[src/hw/rtl/cmst_pkg.sv]
`timescale 1ns / 1ps

package cmst_pkg;

    localparam int unsigned SCORE_BITS  = 32;
    localparam int unsigned OUT_BITS    = 32;
    localparam int unsigned NUM_MODES   = 4;
    localparam int unsigned ADD_BITS    = 3;
    localparam int unsigned QUEUE_DEPTH = 2;

    localparam logic [ADD_BITS-1:0] SPAN_CEILING = 3'd6;
    localparam logic [ADD_BITS-1:0] UTF_POINT    = 3'd6;
    localparam logic [ADD_BITS-1:0] SIGNED_TOP   = 3'd7;

    typedef enum logic [1:0] {
        MODE_LSB6   = 2'd0,
        MODE_MSB6   = 2'd1,
        MODE_UTF8   = 2'd2,
        MODE_SIGNED = 2'd3
    } t_mode;

    // per-byte work handed from front to back
    typedef struct packed {
        logic                                clear;
        logic [NUM_MODES-1:0][ADD_BITS-1:0]  add;
    } t_incr;

    localparam int unsigned INCR_BITS = $bits(t_incr);

    function automatic logic [3:0] pop8(input logic [7:0] v);
        logic [3:0] n;
        n = 4'd0;
        for (int i = 0; i < 8; i++) begin
            n = n + {3'd0, v[i]};
        end
        return n;
    endfunction

    // 6 when add beats sub, else 6 + add - sub (never below zero here)
    function automatic logic [ADD_BITS-1:0] ceiling_add(input logic [3:0] sub,
                                                        input logic [3:0] add);
        logic [3:0] t;
        t = {1'b0, SPAN_CEILING} + add - sub;
        if (add > sub) begin
            return SPAN_CEILING;
        end
        return t[ADD_BITS-1:0];
    endfunction

    function automatic logic [2:0] signed_class(input logic [7:0] b);
        logic [2:0] c;
        if (b == 8'd0)            c = 3'd0;
        else if (b < 8'd16)       c = 3'd1;
        else if (b < 8'd64)       c = 3'd2;
        else if (b < 8'd128)      c = 3'd3;
        else if (b < 8'd192)      c = 3'd4;
        else if (b < 8'd240)      c = 3'd5;
        else if (b < 8'd255)      c = 3'd6;
        else                      c = 3'd7;
        return c;
    endfunction

endpackage

[src/hw/rtl/cmst_front.sv]
`timescale 1ns / 1ps

module cmst_front (
    input  logic               i_clk,
    input  logic               i_rst_n,
    input  logic               i_fire,
    input  logic [7:0]         i_data_byte,
    input  logic               i_new_span,
    input  logic               i_clear_scores,
    output cmst_pkg::t_incr    o_incr
);

    logic [7:0] r_prev;
    logic [7:0] n_prev;
    logic [1:0] r_pend;
    logic [1:0] n_pend;

    logic [7:0] w_prev;
    logic [1:0] w_pend;
    logic [7:0] w_x;
    logic [2:0] w_cp;
    logic [2:0] w_cc;
    logic [2:0] w_dist;
    logic       w_utf;

    always_comb begin
        w_prev = i_new_span ? 8'd0 : r_prev;
        w_pend = i_new_span ? 2'd0 : r_pend;
        w_x    = w_prev ^ i_data_byte;
        w_cp   = cmst_pkg::signed_class(w_prev);
        w_cc   = cmst_pkg::signed_class(i_data_byte);
        w_dist = (w_cc > w_cp) ? (w_cc - w_cp) : (w_cp - w_cc);
    end

    // UTF-8 lead / continuation tracking
    always_comb begin
        n_pend = w_pend;
        w_utf  = 1'b0;
        if (w_pend != 2'd0) begin
            if (i_data_byte[7:6] == 2'b10) begin
                n_pend = w_pend - 2'd1;
                w_utf  = 1'b1;
            end else begin
                n_pend = 2'd0;
            end
        end else if (i_data_byte >= 8'hF0) begin
            n_pend = 2'd3;
            w_utf  = 1'b1;
        end else if (i_data_byte >= 8'hE0) begin
            n_pend = 2'd2;
            w_utf  = 1'b1;
        end else if (i_data_byte >= 8'hC0) begin
            n_pend = 2'd1;
            w_utf  = 1'b1;
        end else if (!i_data_byte[7]) begin
            w_utf  = 1'b1;
        end
        n_prev = i_data_byte;
    end

    always_comb begin
        o_incr.clear = i_clear_scores;
        o_incr.add[cmst_pkg::MODE_LSB6] = cmst_pkg::ceiling_add(
            4'd3 * cmst_pkg::pop8(w_x & 8'hC0), cmst_pkg::pop8(w_x & 8'h3F));
        o_incr.add[cmst_pkg::MODE_MSB6] = cmst_pkg::ceiling_add(
            4'd3 * cmst_pkg::pop8(w_x & 8'h03), cmst_pkg::pop8(w_x & 8'hFC));
        o_incr.add[cmst_pkg::MODE_UTF8]   = w_utf ? cmst_pkg::UTF_POINT : 3'd0;
        o_incr.add[cmst_pkg::MODE_SIGNED] = cmst_pkg::SIGNED_TOP - w_dist;
    end

    always_ff @(posedge i_clk) begin
        if (!i_rst_n) begin
            r_prev <= 8'd0;
            r_pend <= 2'd0;
        end else if (i_fire) begin
            r_prev <= n_prev;
            r_pend <= n_pend;
        end
    end

endmodule

[src/hw/rtl/cmst_queue.sv]
`timescale 1ns / 1ps

module cmst_queue #(
    parameter int unsigned WIDTH = cmst_pkg::INCR_BITS,
    parameter int unsigned DEPTH = cmst_pkg::QUEUE_DEPTH
) (
    input  logic             i_clk,
    input  logic             i_rst_n,
    input  logic             i_push,
    input  logic [WIDTH-1:0] i_data,
    output logic             o_full,
    input  logic             i_pop,
    output logic             o_valid,
    output logic [WIDTH-1:0] o_data
);

    localparam int unsigned PTR_BITS = (DEPTH > 1) ? $clog2(DEPTH) : 1;
    localparam int unsigned CNT_BITS = $clog2(DEPTH + 1);

    logic [WIDTH-1:0]    r_mem [DEPTH];
    logic [PTR_BITS-1:0] r_wr_ptr;
    logic [PTR_BITS-1:0] n_wr_ptr;
    logic [PTR_BITS-1:0] r_rd_ptr;
    logic [PTR_BITS-1:0] n_rd_ptr;
    logic [CNT_BITS-1:0] r_count;
    logic [CNT_BITS-1:0] n_count;

    assign o_full  = (r_count == CNT_BITS'(DEPTH));
    assign o_valid = (r_count != '0);
    assign o_data  = r_mem[r_rd_ptr];

    always_comb begin
        n_wr_ptr = r_wr_ptr;
        n_rd_ptr = r_rd_ptr;
        n_count  = r_count;
        if (i_push) begin
            n_wr_ptr = (r_wr_ptr == PTR_BITS'(DEPTH - 1)) ? '0 : r_wr_ptr + PTR_BITS'(1);
        end
        if (i_pop) begin
            n_rd_ptr = (r_rd_ptr == PTR_BITS'(DEPTH - 1)) ? '0 : r_rd_ptr + PTR_BITS'(1);
        end
        if (i_push && !i_pop) begin
            n_count = r_count + CNT_BITS'(1);
        end else if (!i_push && i_pop) begin
            n_count = r_count - CNT_BITS'(1);
        end
    end

    always_ff @(posedge i_clk) begin
        if (!i_rst_n) begin
            r_wr_ptr <= '0;
            r_rd_ptr <= '0;
            r_count  <= '0;
        end else begin
            r_wr_ptr <= n_wr_ptr;
            r_rd_ptr <= n_rd_ptr;
            r_count  <= n_count;
        end
    end

    always_ff @(posedge i_clk) begin
        if (i_push) begin
            r_mem[r_wr_ptr] <= i_data;
        end
    end

endmodule

[src/hw/rtl/cmst_back.sv]
`timescale 1ns / 1ps

module cmst_back #(
    parameter int unsigned SCORE_BITS = cmst_pkg::SCORE_BITS
) (
    input  logic                  i_clk,
    input  logic                  i_rst_n,
    input  logic                  i_q_valid,
    output logic                  o_q_pop,
    input  cmst_pkg::t_incr       i_incr,
    output logic                  o_out_valid,
    input  logic                  i_out_ready,
    output logic [SCORE_BITS-1:0] o_score [cmst_pkg::NUM_MODES],
    output cmst_pkg::t_mode       o_best_mode
);

    // score registers double as the result register
    logic [SCORE_BITS-1:0] r_score [cmst_pkg::NUM_MODES];
    logic [SCORE_BITS-1:0] n_score [cmst_pkg::NUM_MODES];
    logic                  r_out_valid;
    logic                  n_out_valid;

    logic [SCORE_BITS-1:0] w_max01;
    logic [SCORE_BITS-1:0] w_max23;
    cmst_pkg::t_mode       w_best01;
    cmst_pkg::t_mode       w_best23;

    assign o_q_pop     = i_q_valid && (!r_out_valid || i_out_ready);
    assign o_out_valid = r_out_valid;

    always_comb begin
        for (int i = 0; i < cmst_pkg::NUM_MODES; i++) begin
            n_score[i] = (i_incr.clear ? '0 : r_score[i]) +
                         SCORE_BITS'(i_incr.add[i]);
        end
        n_out_valid = o_q_pop ? 1'b1 : (r_out_valid && !i_out_ready);
    end

    // first maximum; strict compares keep the lower mode on a tie
    always_comb begin
        if (r_score[cmst_pkg::MODE_MSB6] > r_score[cmst_pkg::MODE_LSB6]) begin
            w_best01 = cmst_pkg::MODE_MSB6;
            w_max01  = r_score[cmst_pkg::MODE_MSB6];
        end else begin
            w_best01 = cmst_pkg::MODE_LSB6;
            w_max01  = r_score[cmst_pkg::MODE_LSB6];
        end
        if (r_score[cmst_pkg::MODE_SIGNED] > r_score[cmst_pkg::MODE_UTF8]) begin
            w_best23 = cmst_pkg::MODE_SIGNED;
            w_max23  = r_score[cmst_pkg::MODE_SIGNED];
        end else begin
            w_best23 = cmst_pkg::MODE_UTF8;
            w_max23  = r_score[cmst_pkg::MODE_UTF8];
        end
        o_best_mode = (w_max23 > w_max01) ? w_best23 : w_best01;
    end

    always_comb begin
        for (int i = 0; i < cmst_pkg::NUM_MODES; i++) begin
            o_score[i] = r_score[i];
        end
    end

    always_ff @(posedge i_clk) begin
        if (!i_rst_n) begin
            r_out_valid <= 1'b0;
            for (int i = 0; i < cmst_pkg::NUM_MODES; i++) begin
                r_score[i] <= '0;
            end
        end else begin
            r_out_valid <= n_out_valid;
            if (o_q_pop) begin
                for (int i = 0; i < cmst_pkg::NUM_MODES; i++) begin
                    r_score[i] <= n_score[i];
                end
            end
        end
    end

endmodule

[src/hw/rtl/context_mode_score_tracker_unit.sv]
`timescale 1ns / 1ps
// Channel  | Handshake                 | Payload
// ---------+---------------------------+-----------------------------------------
// input    | i_in_valid / o_in_ready   | i_data_byte, i_new_span, i_clear_scores
// output   | o_out_valid / i_out_ready | o_score_lsb6/msb6/utf8/signed, o_best_mode
//
// One byte per cycle sustained while the output is not stalled; each result is registered.
// The front scores the byte against the previous one and pushes the four increments
// into a two-entry queue; the back adds them into the score registers, which are
// also the result register. A stalled output fills the queue, then drops o_in_ready.
// Synchronous active-low reset clears previous byte, pending count and all scores.

module context_mode_score_tracker_unit #(
    parameter int unsigned SCORE_BITS = cmst_pkg::SCORE_BITS
) (
    input  logic        i_clk,
    input  logic        i_rst_n,
    input  logic        i_in_valid,
    output logic        o_in_ready,
    input  logic [7:0]  i_data_byte,
    input  logic        i_new_span,
    input  logic        i_clear_scores,
    output logic        o_out_valid,
    input  logic        i_out_ready,
    output logic [31:0] o_score_lsb6,
    output logic [31:0] o_score_msb6,
    output logic [31:0] o_score_utf8,
    output logic [31:0] o_score_signed,
    output logic [1:0]  o_best_mode
);

    logic                  w_in_fire;
    logic                  w_q_full;
    logic                  w_q_valid;
    logic                  w_q_pop;
    cmst_pkg::t_incr       w_front_incr;
    cmst_pkg::t_incr       w_back_incr;
    logic [SCORE_BITS-1:0] w_score [cmst_pkg::NUM_MODES];
    logic [cmst_pkg::OUT_BITS-1:0] w_out [cmst_pkg::NUM_MODES];
    cmst_pkg::t_mode       w_best;

    assign o_in_ready = !w_q_full;
    assign w_in_fire  = i_in_valid && o_in_ready;

    cmst_front u_front (
        .i_clk          (i_clk),
        .i_rst_n        (i_rst_n),
        .i_fire         (w_in_fire),
        .i_data_byte    (i_data_byte),
        .i_new_span     (i_new_span),
        .i_clear_scores (i_clear_scores),
        .o_incr         (w_front_incr)
    );

    cmst_queue #(
        .WIDTH (cmst_pkg::INCR_BITS),
        .DEPTH (cmst_pkg::QUEUE_DEPTH)
    ) u_queue (
        .i_clk   (i_clk),
        .i_rst_n (i_rst_n),
        .i_push  (w_in_fire),
        .i_data  (w_front_incr),
        .o_full  (w_q_full),
        .i_pop   (w_q_pop),
        .o_valid (w_q_valid),
        .o_data  (w_back_incr)
    );

    cmst_back #(
        .SCORE_BITS (SCORE_BITS)
    ) u_back (
        .i_clk       (i_clk),
        .i_rst_n     (i_rst_n),
        .i_q_valid   (w_q_valid),
        .o_q_pop     (w_q_pop),
        .i_incr      (w_back_incr),
        .o_out_valid (o_out_valid),
        .i_out_ready (i_out_ready),
        .o_score     (w_score),
        .o_best_mode (w_best)
    );

    for (genvar g = 0; g < cmst_pkg::NUM_MODES; g++) begin : g_out
        if (SCORE_BITS >= cmst_pkg::OUT_BITS) begin : g_trunc
            assign w_out[g] = w_score[g][cmst_pkg::OUT_BITS-1:0];
        end else begin : g_ext
            assign w_out[g] = {{(cmst_pkg::OUT_BITS - SCORE_BITS){1'b0}}, w_score[g]};
        end
    end

    assign o_score_lsb6   = w_out[cmst_pkg::MODE_LSB6];
    assign o_score_msb6   = w_out[cmst_pkg::MODE_MSB6];
    assign o_score_utf8   = w_out[cmst_pkg::MODE_UTF8];
    assign o_score_signed = w_out[cmst_pkg::MODE_SIGNED];
    assign o_best_mode    = w_best;

endmodule

[config.mk]
export PLATFORM = sky130hd
export DESIGN_NAME = context_mode_score_tracker_unit
export DESIGN_NICKNAME = d
export VERILOG_FILES = /design/src/hw/rtl/cmst_pkg.sv /design/src/hw/rtl/cmst_front.sv /design/src/hw/rtl/cmst_queue.sv /design/src/hw/rtl/cmst_back.sv /design/src/hw/rtl/context_mode_score_tracker_unit.sv
export SDC_FILE = /design/constraint.sdc
export NUM_CORES = 1
export LEC_CHECK = 0
export ABC_AREA = 0
export BUFFER_PORTS_ARGS = -buffer_cell sky130_fd_sc_hd__buf_2
export CELL_PAD_IN_SITES_DETAIL_PLACEMENT = 1
export CELL_PAD_IN_SITES_GLOBAL_PLACEMENT = 1
export CORE_ASPECT_RATIO = 1.25
export CORE_MARGIN = 1
export CORE_UTILIZATION = 50
export CTS_CLUSTER_SIZE = 25
export DETAILED_ROUTE_END_ITERATION = 16
export GPL_TIMING_DRIVEN = 1
export PLACE_DENSITY = 0.9
export SLEW_MARGIN = 25
export SYNTH_ARGS = -nofsm -noshare
export SYNTH_HDL_FRONTEND = slang
export SYNTH_SLANG_ARGS = --single-unit
[constraint.sdc]
create_clock -name i_clk -period 8.08 [get_ports i_clk]
set_input_delay 0.808 -clock i_clk [delete_from_list [all_inputs] [get_ports i_clk]]
set_output_delay 0.808 -clock i_clk [all_outputs]
set_load 0.01 [all_outputs]
Yosys cells after proc, flatten, opt, wreduce, memory -nomap -nowiden:

Memories as Yosys holds them, arrays and structs flattened. A register that Yosys moved wholly into a read port is not among the register bits.
Index checks and enable logic that the tools add are counted.

* add/sub/neg operators: 27
* reductions and logical operators: 16
* bitwise logic cells: 5
* equal/unequal tests: 2
* $mul: 2
* multiplexer cells: 61
* order comparisons: 21

Operators with widths (count)
* $mux 32: 10
* $add 32x3->32: 4
* $gt 32x32->1: 3
* $lt 8x8->1 const B: 8
* $mux 3: 18
* $add 4x1->4: 8
* $ge 8x8->1 const B: 3
* $mux 1: 23
* $mux 2: 9
* $logic_not 8->1: 2
* $lt 8x5->1 const B: 2
* $lt 8x7->1 const B: 2
* $sub 3x3->3: 4
* $gt 4x4->1: 2
* $mul 2x2->4 const A: 2
* $mux 8: 1
* $xor 8x8->8: 1
* $add 1x1->2: 3
* $add 3x3->3 const A: 2
* $reduce_bool 2->1: 3
* $logic_and 1x1->1: 5
* $logic_not 1->1: 5
* $eq 2x2->1 const B: 2
* $or 1x1->1: 4
* other kinds (6): 8

* memory bits (writable): 154
* logic and storage cells: 142
* memories kept: 2
* register bits: 15

Memories
* u_back.r_score: depth 4, width 32, rd ports 4, clocked after memory_dff 0, write ports 4, RTL line cmst_back.sv:18 `logic [SCORE_BITS-1:0] r_score [cmst_pkg::NUM_MODES];`
* u_queue.r_mem: depth 2, width 13, rd ports 1, clocked after memory_dff 1, write ports 1, RTL line cmst_queue.sv:20 `logic [WIDTH-1:0] r_mem [DEPTH];`

Logic depth before layout (Yosys ltp):

Gate-level depths: netlist of the first run.

* word-level depth: 12
* depth in mapped cells: 16
* mapped depth without buffers: 15

Modules after synthesis:

Synthesis of the first run repeated with hierarchy kept, for this count alone.

* cell total of the unflattened synthesis: 1355
* area, all modules: 13203.9 µm²

Modules (own cells, without submodules)
* cmst_back: times used 1, cells an instance 1110, seq. area each 3863.7 µm², area each 10537.6 µm²
* cmst_front: times used 1, cells an instance 181, seq. area each 200.2 µm², area each 1502.7 µm²
* cmst_queue: times used 1, cells an instance 62, seq. area each 880.8 µm², area each 1153.6 µm²
* context_mode_score_tracker_unit: times used 1, cells an instance 2, seq. area each 0.0 µm², area each 10.0 µm²

Least setup slack after synthesis of the first run:

OpenSTA, ideal clock, no wires.

* kind: reg-to-output
* start: memory u_back.r_score[2][9]
* end: output o_best_mode[0]
* stages on the path, launching flop included: 17
* data arrival time: 4.073 ns
* path slack: 3.199 ns
* data required time: 7.272 ns
* cell sequence: edfxtp_1 inv_1 ha_1 a21o_1 nand3_1 a21oi_1 or4_1 a22oi_2 buf_4 mux2_2 ha_1 nand4_1 or3_1 a21oi_1 or4_1 o21a_1 mux2i_1

RTL lines
* from (decl): RTL line cmst_back.sv:18
* to (decl): RTL line context_mode_score_tracker_unit.sv:29 `output logic [1:0] o_best_mode`

==> run_results.csv, run 1 <==
group,metric,value,unit
layout,nNetsFinal,1591,
synth,ys_warn_count,0,
place,dpl.cell_count,1744,
route,dr.pass1.iters,4,
sta,period_minus_slack,6.637,ns
global_route,grt_max_degree,70,
cts,htreeDepth,4,
global_route,overflow,0,
layout,layout_common_cells,"nor2_1, edfxtp_1, buf_2",
min_path,hold_class,"reg2reg",
layout,antenna_cells,0,
synth,ys_seq_area_share,38.30,%
floorplanning,dieArea,0.02584,mm²
synth,ys_async_sr_fraction,0,%
global_route,first_global_vias,11580,
synth,syn_area,0.01260,mm²
cts,cts_post_setup_buffers_inserted,0,
cts,clk_latency,0.47,ns
setup_path,worstSetupStartpointType,"flip-flop",
route,final_antenna_net_count,0,
outcome,status,"complete, no violations",
cts,cts_repair_resize_count,0,
layout,drive_above_1_share,17.15,%
global_route,grt_pass1_wl,61840,µm
setup_path,cp-end-kind,"output pin",
sta,max_freq,150.7,MHz
synth,synth_edf_count,150,
place,post-dp-hpwl,29210,µm
pwr,peakVddDrop,0.2566,mV
sta,hold_violations,0,
cts,cts_tree,"done",
global_route,antenna_found_initial,0,
cts,cts_buffers,17,
floorplanning,core,0.02458,mm²
synth,ys_ff_latch,166,
sta,fin_setup_tns,0,ns
layout,fill_cells,2843,
route,routed_wl,39400,µm
sta,final_max_slew_viol_count,0,
setup_path,cp.arrival,5.83,ns
floorplanning,io-pin-count,146,
synth,synth_nets,1456,
sta,rsz0062_at_grt,"no",
synth,ys_types,61,
layout,fin_cells,1776,
floorplanning,rows,64,
route,vias_per_cell,6.054,
pwr,p_per_area,408.5,mW/mm²
sta,tightest_slew,1.032,ns
synth,syn_inst,1298,
setup_path,critPathKind,"reg2out",
synth,post_synth.cell_area_avg,9.705,µm²
route,drt_iter0_markers,519,
place,portBuffers,145,
route,vias,10750,
sta,skew,0.01127,ns
route,wl_per_cell,22.18,µm
place,globalplace.congestion,0.8579,
floorplanning,dieWidth,144.0,µm
pwr,cellLeakagePower,0.005952,µW
cts,clkSlewWorstSetupHoldPaths,0.07,ns
synth,ys.flop_type,"edfxtp_1",
floorplanning,start_util,51.24,%
layout,areaGrowthSynthToFinish,12.92,%
floorplanning,die_h,179.5,µm
layout,final_common_cell,"nor2_1",
run,drv_cap,0,
sta,setup_viol,0,
sta,slew-limit-headroom,30.92,%
route,drc_errors,0,
cts,hold_buffers,0,
global_route,grt_usage,31.35,%
cts,clock_sinks,166,
cts,cts-root-buf,"clkbuf_16",
sta,period_share,82.14,%
setup_path,cp.required,7.27,ns
setup_path,path_max_fanout,17,
cts,cts_buffer_depth,2,
-- state kept, by name, summed over array words and instances (netlist names), named ones only --
signal	flops
u_queue.r_rd_ptr	1
u_back.r_score	128
u_queue.r_count	2
u_queue.r_mem	22
u_back.o_out_valid	1
u_queue.r_wr_ptr	1
u_front.r_pend	2
u_front.r_prev	8
-- path summary, 6_finish.rpt --
kind / start / end / slack [ns] / cells past startpoint
worst min register to register: u_front.r_pend[0] / u_front.r_pend[0] / 0.50 / 2
worst min-delay path: u_front.r_pend[0] / u_front.r_pend[0] / 0.50 / 2
worst max register to register: flip-flop / u_back.r_score[3][22] / 3.42 / 10
worst max-delay path: u_back.r_score[0][15] / o_best_mode[0] / 1.44 / 16
-- stage by stage --
| step | hold slack (ns) | instance area [µm²] | setup WS (ns) | util [%] | power (µW) |
|---|---|---|---|---|---|
| after floorplan | 0.4583 | 12600 | 3.199 | - | 3783 |
| after global placement | 0.4705 | 13630 | 2.003 | 55.44 | 4637 |
| after detailed placement | 0.4817 | 13640 | 2.146 | 55.50 | 4897 |
| after CTS | 0.4932 | 14220 | 1.600 | 57.86 | 5786 |
| after global routing | 0.5149 | 14220 | 1.232 | 57.86 | 6158 |
| final | 0.4991 | 14220 | 1.443 | 57.86 | 5810 |
-- worst max-delay path, stage by stage, from the launching register on --
cell	delay, ns
edfxtp_1	0.46
inv_1	0.11
ha_1	0.35
nand4_1	0.18
nor4_1	0.63
nand3_1	0.21
a22oi_2	0.64
buf_4	0.45
mux2i_1	0.43
ha_1	0.33
a211oi_1	0.25
nor2_1	0.11
o41ai_1	0.53
a2bb2oi_1	0.12
o21a_1	0.21
mux2i_1	0.14
buf_2	0.19
-- report_power, final --
| group | internal [µW] | switching, µW | total (µW) | leakage [µW] |
|---|---|---|---|---|
| registers | 1330 | 434 | 1770 | 0.00172 |
| logic | 1310 | 1900 | 3220 | 0.00394 |
| clock network | 438 | 389 | 827 | 0.000292 |
-- synthesized netlist by cell type (all sizes together) (2+ instances only) --
master   instances  area, µm²
o21a             3      22.52
or4              5      37.54
nand2b           5      31.28
nor3            27      170.2
clkbuf          28      105.1
a221oi           2      17.52
mux2            38      431.7
a211o            3      26.28
o31ai            5      37.54
o211ai           5      37.54
nand2          108      405.4
and3            13      81.33
nor4            13      123.9
inv            113      424.2
xnor2           82      718.2
edfxtp         150       4504
xor2            46      402.9
nand3           58      290.3
a211oi           9      67.56
ha             132       1652
a21oi           56      280.3
a32o             2      20.02
or2              6      40.04
a22oi            2      25.02
and4            16      140.1
dfxtp           16      320.3
mux2i           41      422.9
nand3b           2      15.01
or3             10      67.56
nand4           51      319.1
a21o            15      112.6
buf              9      65.05
a2111oi          2      17.52
nor2           166      625.6
o41ai            2      17.52
nor2b            9      56.30
o21ai           19      95.09
fa              12      240.2
and2             6      37.54
-- final cells by class --
cell class | count | area, µm² | share of cell area [%]
Sequential cell | 166 | 4825 | 33.92
Timing Repair Buffer | 153 | 793.3 | 5.577
Multi-Input combinational cell | 981 | 7184 | 50.51
Inverter | 114 | 427.9 | 3.008
Clock inverter | 13 | 106.4 | 0.7476
Clock buffer | 19 | 475.5 | 3.342
Tap cell | 330 | 412.9 | 2.903
-- cell families after synthesis --
logic type | share of synthesized area [%]
buf+inv | 4.748
fa+ha+maj | 15.02
xor+xnor | 8.900
simple gates | 19.70
compound gates | 6.556
flops | 38.30
mux | 6.784
-- layer usage --
metal / global-route usage (%) / vias up / wire [µm] / share of wire, %
met5: 0 / - / 0 / 0
met4: 21.11 / 0 / 2471 / 6.3
met3: 5.860 / 141 / 1735 / 4.4
met2: 57.60 / 341 / 21110 / 54
met1: 31.34 / 5385 / 14080 / 36
li1: - / 4885 / - / -
(Power assumes the default switching activity.)
==> inputs of run 2 (changes only) <==
- CORE_UTILIZATION: 50 -> 42
- PLACE_DENSITY: 0.9 -> 0.81
- clock period: 8.08 -> 5.38 ns (I/O delays scaled with it)
==> run_results.csv, run 2 (synthesized netlist as in run 1, its figures left out) <==
group,metric,value,unit
outcome,failed_checks,"setup timing",
route,drc_errors,0,
setup_path,worstReg2RegEnd,"u_back.r_score[3][22]",
layout,nNetsFinal,1683,
place,dpl.cell_count,1837,
layout,reg.largest.list,"u_back.r_score (128), u_queue.r_mem (22), u_front.r_prev (8)",
layout,fill_cells,3308,
setup_path,ff2ff_path_depth,11,
pwr,p_sw,4846,µW
min_path,whs_path_depth,1,
cts,cts_tree,"done",
layout,fin_cells,1934,
setup_path,cp.arrival,5.00,ns
pwr,cellLeakagePower,0.006464,µW
min_path,hold_class,"in2reg",
setup_path,cp.required,4.84,ns
layout,layout_common_cells,"nor2_1, edfxtp_1, buf_2",
cts,cts-root-buf,"clkbuf_16",
cts,cts_buffers,17,
sta,hold_violations,0,
sta,final_max_slew_viol_count,0,
sta,period_minus_slack,5.539,ns
min_path,min_from,"i_clear_scores",
layout,utilization,52.85,%
place,place_ws,0.3622,ns
floorplanning,dieArea,0.03069,mm²
sta,period_share,103.0,%
route,vias,11640,
global_route,overflow,0,
global_route,grt_max_degree,69,
pwr,p_int,5552,µW
place,post-dp-hpwl,29570,µm
pwr,clkPwrFrac,12.1,%
cts,clock_sinks,166,
layout,drive_above_1_share,25.10,%
place,globalplace.congestion,0.8995,
run,drv_cap,0,
floorplanning,start_util,42.93,%
floorplanning,io-pin-count,146,
pwr,sequentialPowerShare,24.8,%
pwr,p_per_area,670.6,mW/mm²
cts,clkSlewWorstSetupHoldPaths,0.08,ns
sta,skew,0.01474,ns
sta,slew-limit-headroom,30.28,%
route,drt_iter0_markers,793,
pwr,peakVddDrop,0.3064,mV
setup_path,cp-end-kind,"output pin",
global_route,grt_pass1_wl,61870,µm
sta,max_freq,180.5,MHz
route,routed_wl,47580,µm
cts,htreeDepth,4,
layout,largest_reg_flops,128,
layout,largest-register,"u_back.r_score",
global_route,antenna_found_initial,0,
setup_path,path_max_fanout,6,
floorplanning,core,0.02934,mm²
sta,holdWs,0.2582,ns
outcome,status,"complete, but fails checks",
route,wl_per_cell,24.60,µm
pwr,sw_frac_of_total,46.60,%
cts,clk_latency,0.47,ns
layout,final_cell_area,0.01551,mm²
layout,multi_input_comb_area,0.007561,mm²
setup_path,critPathKind,"reg2out",
setup_path,worstSetupStartpointType,"flip-flop",
route,vias_per_cell,6.021,
sta,setup_viol,1,
min_path,hold_end,"u_queue.r_mem[0][12]",
pwr,p_comb_share,63.0,%
sta,fin_ws,-0.1592,ns
global_route,grt_usage,26.32,%
route,dr.pass1.iters,5,
place,dpl-instance-area,0.01394,mm²
cts,cts_buffer_depth,2,
cts,hold_buffers,0,
place,portBuffers,145,
floorplanning,die_h,195.6,µm
floorplanning,rows,70,
route,final_antenna_net_count,0,
layout,seqCellArea,0.004825,mm²
layout,final_common_cell,"nor2_1",
layout,antenna_cells,0,
floorplanning,dieWidth,156.9,µm
global_route,first_global_vias,11650,
sta,tightest_slew,1.036,ns
layout,areaGrowthSynthToFinish,23.09,%
setup_path,rrSetupSlack,1.17,ns
run 2: cell types whose count changed in the layout (fill, tap and decap cells not counted), sizes merged:
cell / delta
buf: +89
inv: -3
clkinvlp: +2
bufbuf: +1
bufinv: +1
clkbuf: +1
clkinv: +1
run 2: critical path, cell delays in order (launching register included):
cell	delay, ns
edfxtp_1	0.42
inv_2	0.08
ha_1	0.25
nor2b_1	0.15
o211ai_1	0.19
a2111oi_0	0.13
or4_1	0.57
a22oi_2	0.30
buf_6	0.17
buf_12	0.13
mux2_2	0.38
ha_1	0.35
a211oi_2	0.29
a211oi_2	0.12
o41ai_1	0.36
a2bb2oi_1	0.12
o21a_1	0.17
mux2i_1	0.17
buf_2	0.16
run 2: through the flow:
step	TNS, ns	power, µW
floorplan	0	5681
global route	-0.4802	10860
global placement	0	7140
detailed placement	0	7425
CTS	0	9029
finish	-0.1592	10400
run 2: worst max path at each step:
stage / slack [ns] / start / endpoint / cells past startpoint
after floorplan: 0.77 / u_back.r_score[2][9] / o_best_mode[0] / 16
after global placement: 0.41 / u_back.r_score[2][13] / o_best_mode[0] / 16
after detailed placement: 0.36 / u_back.r_score[2][13] / o_best_mode[0] / 16
after CTS: 0.002 / u_back.r_score[2][9] / o_best_mode[0] / 18
after global routing: -0.33 / u_back.r_score[2][1] / o_best_mode[0] / 18
final: -0.16 / u_back.r_score[2][1] / o_best_mode[0] / 18
run 2: cell type report:
class	count	share of cell area, %
multi-input cells	981	48.76
flip-flops and latches	166	31.11
repair buffers	245	10.46
well taps	396	3.195
clock buffers	18	2.768
inverters	114	2.760
clock inverters	14	0.9441
run 2: layer usage:
metal / up-vias / part of all wire, % / global-route usage, %
met5: - / 0 / 0
met4: 0 / 7.1 / 14.52
met3: 217 / 6.2 / 4.905
met2: 512 / 52 / 49.28
met1: 5849 / 35 / 27.11
li1: 5066 / - / -
run 2: timing repair:
item / 4_1_cts / 5_1_grt
endpoints found under the setup margin: 2 / 2
pin swaps: 2 / 20
cloned: 2 / 2
buffers inserted: 8 / 53
resized for setup: 16 / 52
run 2: power by group through the flow:
stage | Clock, µW | Sequential, µW | Combinational (µW)
2_1_floorplan | 0 | 2620 | 3060
3_3_place_gp | 0 | 2540 | 4600
3_5_place_dp | 0 | 2570 | 4850
4_1_cts | 1250 | 2540 | 5230
5_1_grt | 1300 | 2620 | 6940
6_report | 1260 | 2580 | 6560
==> inputs of run 3 (changes only) <==
- ABC_CLOCK_PERIOD_IN_PS: unset -> 6300
- CELL_PAD_IN_SITES_DETAIL_PLACEMENT: 1 -> 2
- CELL_PAD_IN_SITES_GLOBAL_PLACEMENT: 1 -> 2
- CORE_UTILIZATION: 42 -> 38
- PLACE_DENSITY: 0.81 -> 0.84
- clock period: 5.38 -> 6.3 ns (I/O delays scaled with it)
==> run_results.csv, run 3 (synthesized netlist as in run 1, its figures left out) <==
group,metric,value,unit
outcome,status,"complete, no violations",
cts,clk_latency,0.47,ns
cts,cts_repair_resize_count,0,
floorplanning,dieWidth,164.9,µm
setup_path,critPathKind,"reg2out",
place,post-dp-hpwl,31990,µm
setup_path,cp_num_buf_inv,3,
layout,largest_reg_flops,128,
place,globalplace.congestion,0.8795,
floorplanning,rows,74,
cts,cts_post_setup_buffers_inserted,0,
route,drc_errors,0,
setup_path,cpPeakStageDelay,0.57,ns
place,dpl.cell_count,1836,
setup_path,crit_end,"o_best_mode[0]",
pwr,peakVddDrop,0.2628,mV
sta,holdWs,0.3768,ns
layout,antenna_cells,0,
setup_path,cp_cell_sequence,"inv_1 > ha_1 > nand4_1 > nor4_1 > nand3_1 > a22oi_2 > buf_4 > mux2i_1 > ha_1 > nand4_1 > or3_1 > a21oi_1 > or4_1 > o21a_1 > mux2i_1 > buf_2",
floorplanning,start_util,38.54,%
route,final_antenna_net_count,0,
cts,htreeDepth,4,
sta,rsz0062_at_grt,"no",
global_route,overflow,0,
setup_path,worstSetupStartpoint,"u_back.r_score[0][4]",
setup_path,cp-end-kind,"output pin",
route,wl_per_cell,22.90,µm
sta,max_freq,170.1,MHz
global_route,grt_pass1_wl,66850,µm
global_route,grt_usage,26.16,%
setup_path,worstSetupStartpointType,"flip-flop",
place,portBuffers,145,
setup_path,slowest_stage,"or4_1",
floorplanning,die_h,205.6,µm
cts,cts_tree,"done",
layout,fin_cells,1868,
pwr,p_per_area,516.6,mW/mm²
sta,hold_violations,0,
run,drv_cap,0,
sta,tightest_slew,1.062,ns
route,routed_wl,42770,µm
min_path,min_from,"i_clear_scores",
floorplanning,io-pin-count,146,
route,vias,10560,
setup_path,cp.depth,16,
sta,period_minus_slack,5.878,ns
sta,fin_setup_tns,0,ns
setup_path,cp.required,5.67,ns
cts,clock_sinks,166,
cts,cts_buffers,17,
setup_path,ff2ff_path_depth,12,
global_route,grt_max_degree,93,
setup_path,crit_family,"simple AND/OR/NAND/NOR gates",
sta,fin_ws,0.4221,ns
layout,nNetsFinal,1595,
cts,hold_buffers,0,
setup_path,worstReg2RegEnd,"u_back.r_score[0][30]",
setup_path,cp.arrival,5.25,ns
setup_path,path_max_fanout,23,
layout,final_common_cell,"nor2_1",
cts,cts-root-buf,"clkbuf_16",
layout,reg.largest.list,"u_back.r_score (128), u_queue.r_mem (22), u_front.r_prev (8)",
place,place_ws,0.9038,ns
layout,areaGrowthSynthToFinish,13.78,%
route,vias_per_cell,5.655,
route,dr.pass1.iters,4,
route,drt_iter0_markers,435,
floorplanning,core,0.03268,mm²
layout,layout_common_cells,"nor2_1, edfxtp_1, buf_2",
cts,clkSlewWorstSetupHoldPaths,0.08,ns
sta,setup_viol,0,
min_path,hold_class,"in2reg",
floorplanning,dieArea,0.03389,mm²
setup_path,rrSetupSlack,2.04,ns
sta,skew,0.01790,ns
global_route,antenna_found_initial,0,
sta,period_share,93.30,%
cts,cts_buffer_depth,2,
sta,final_max_slew_viol_count,0,
sta,slew-limit-headroom,28.53,%
layout,largest-register,"u_back.r_score",
layout,drive_above_1_share,17.24,%
global_route,first_global_vias,11830,
pwr,cellLeakagePower,0.005940,µW
layout,utilization,43.85,%
-- run 3: changes by cell type in the layout (fill, tap and decap cells not counted), sizes merged --
cell and delta:
clkinvlp +1, inv -3, bufbuf -1, clkinv +1
clkbuf -1, buf -85
-- run 3: metrics by stage --
stage / cell area, µm² / power (µW)
final: 14330 / 7405
after global routing: 14330 / 7945
after CTS: 14330 / 7460
after detailed placement: 13790 / 6349
after global placement: 13780 / 6083
after floorplan: 12600 / 4852
-- run 3: worst register-to-register path, delay by kind of cell (launching register included) --
kind,cells,cell delay (ns)
mux,1,0.36
flops,1,0.80
compound gates,1,0.15
buf+inv,2,0.34
fa+ha+maj,2,0.58
simple gates,6,1.87
-- run 3: layout make-up --
class	instances	area [µm²]
inverters	114	427.9
well taps	418	523.0
multi-input cells	981	7201
flip-flops and latches	166	4825
clock buffers	19	432.9
clock inverters	13	107.6
fillers	3529	18350
repair buffers	157	815.8
-- run 3: how the worst min path moves through the flow --
stage / end / cells past startpoint
floorplan: u_front.r_prev[1] / 2
global placement: u_front.r_prev[0] / 2
detailed placement: u_front.r_prev[1] / 2
CTS: u_queue.r_mem[1][12] / 1
global route: u_queue.r_mem[1][12] / 1
finish: u_queue.r_mem[1][12] / 1
-- run 3: power breakdown --
part           internal (µW)  switching (µW)  leakage (µW)  total, µW
Clock                    541             491      0.000261       1030
Combinational           1680            2380       0.00396       4060
Sequential              1710             608       0.00172       2310
-- run 3: metal layers --
layer	global-route usage, %	vias to the layer above	part of all wire (%)	routed length, µm
li1	-	4879	-	-
met1	26.98	5333	37	15850
met2	49.82	239	55	23480
met3	4.314	113	3.5	1489
met4	13.56	0	4.6	1961
met5	0	-	0	0
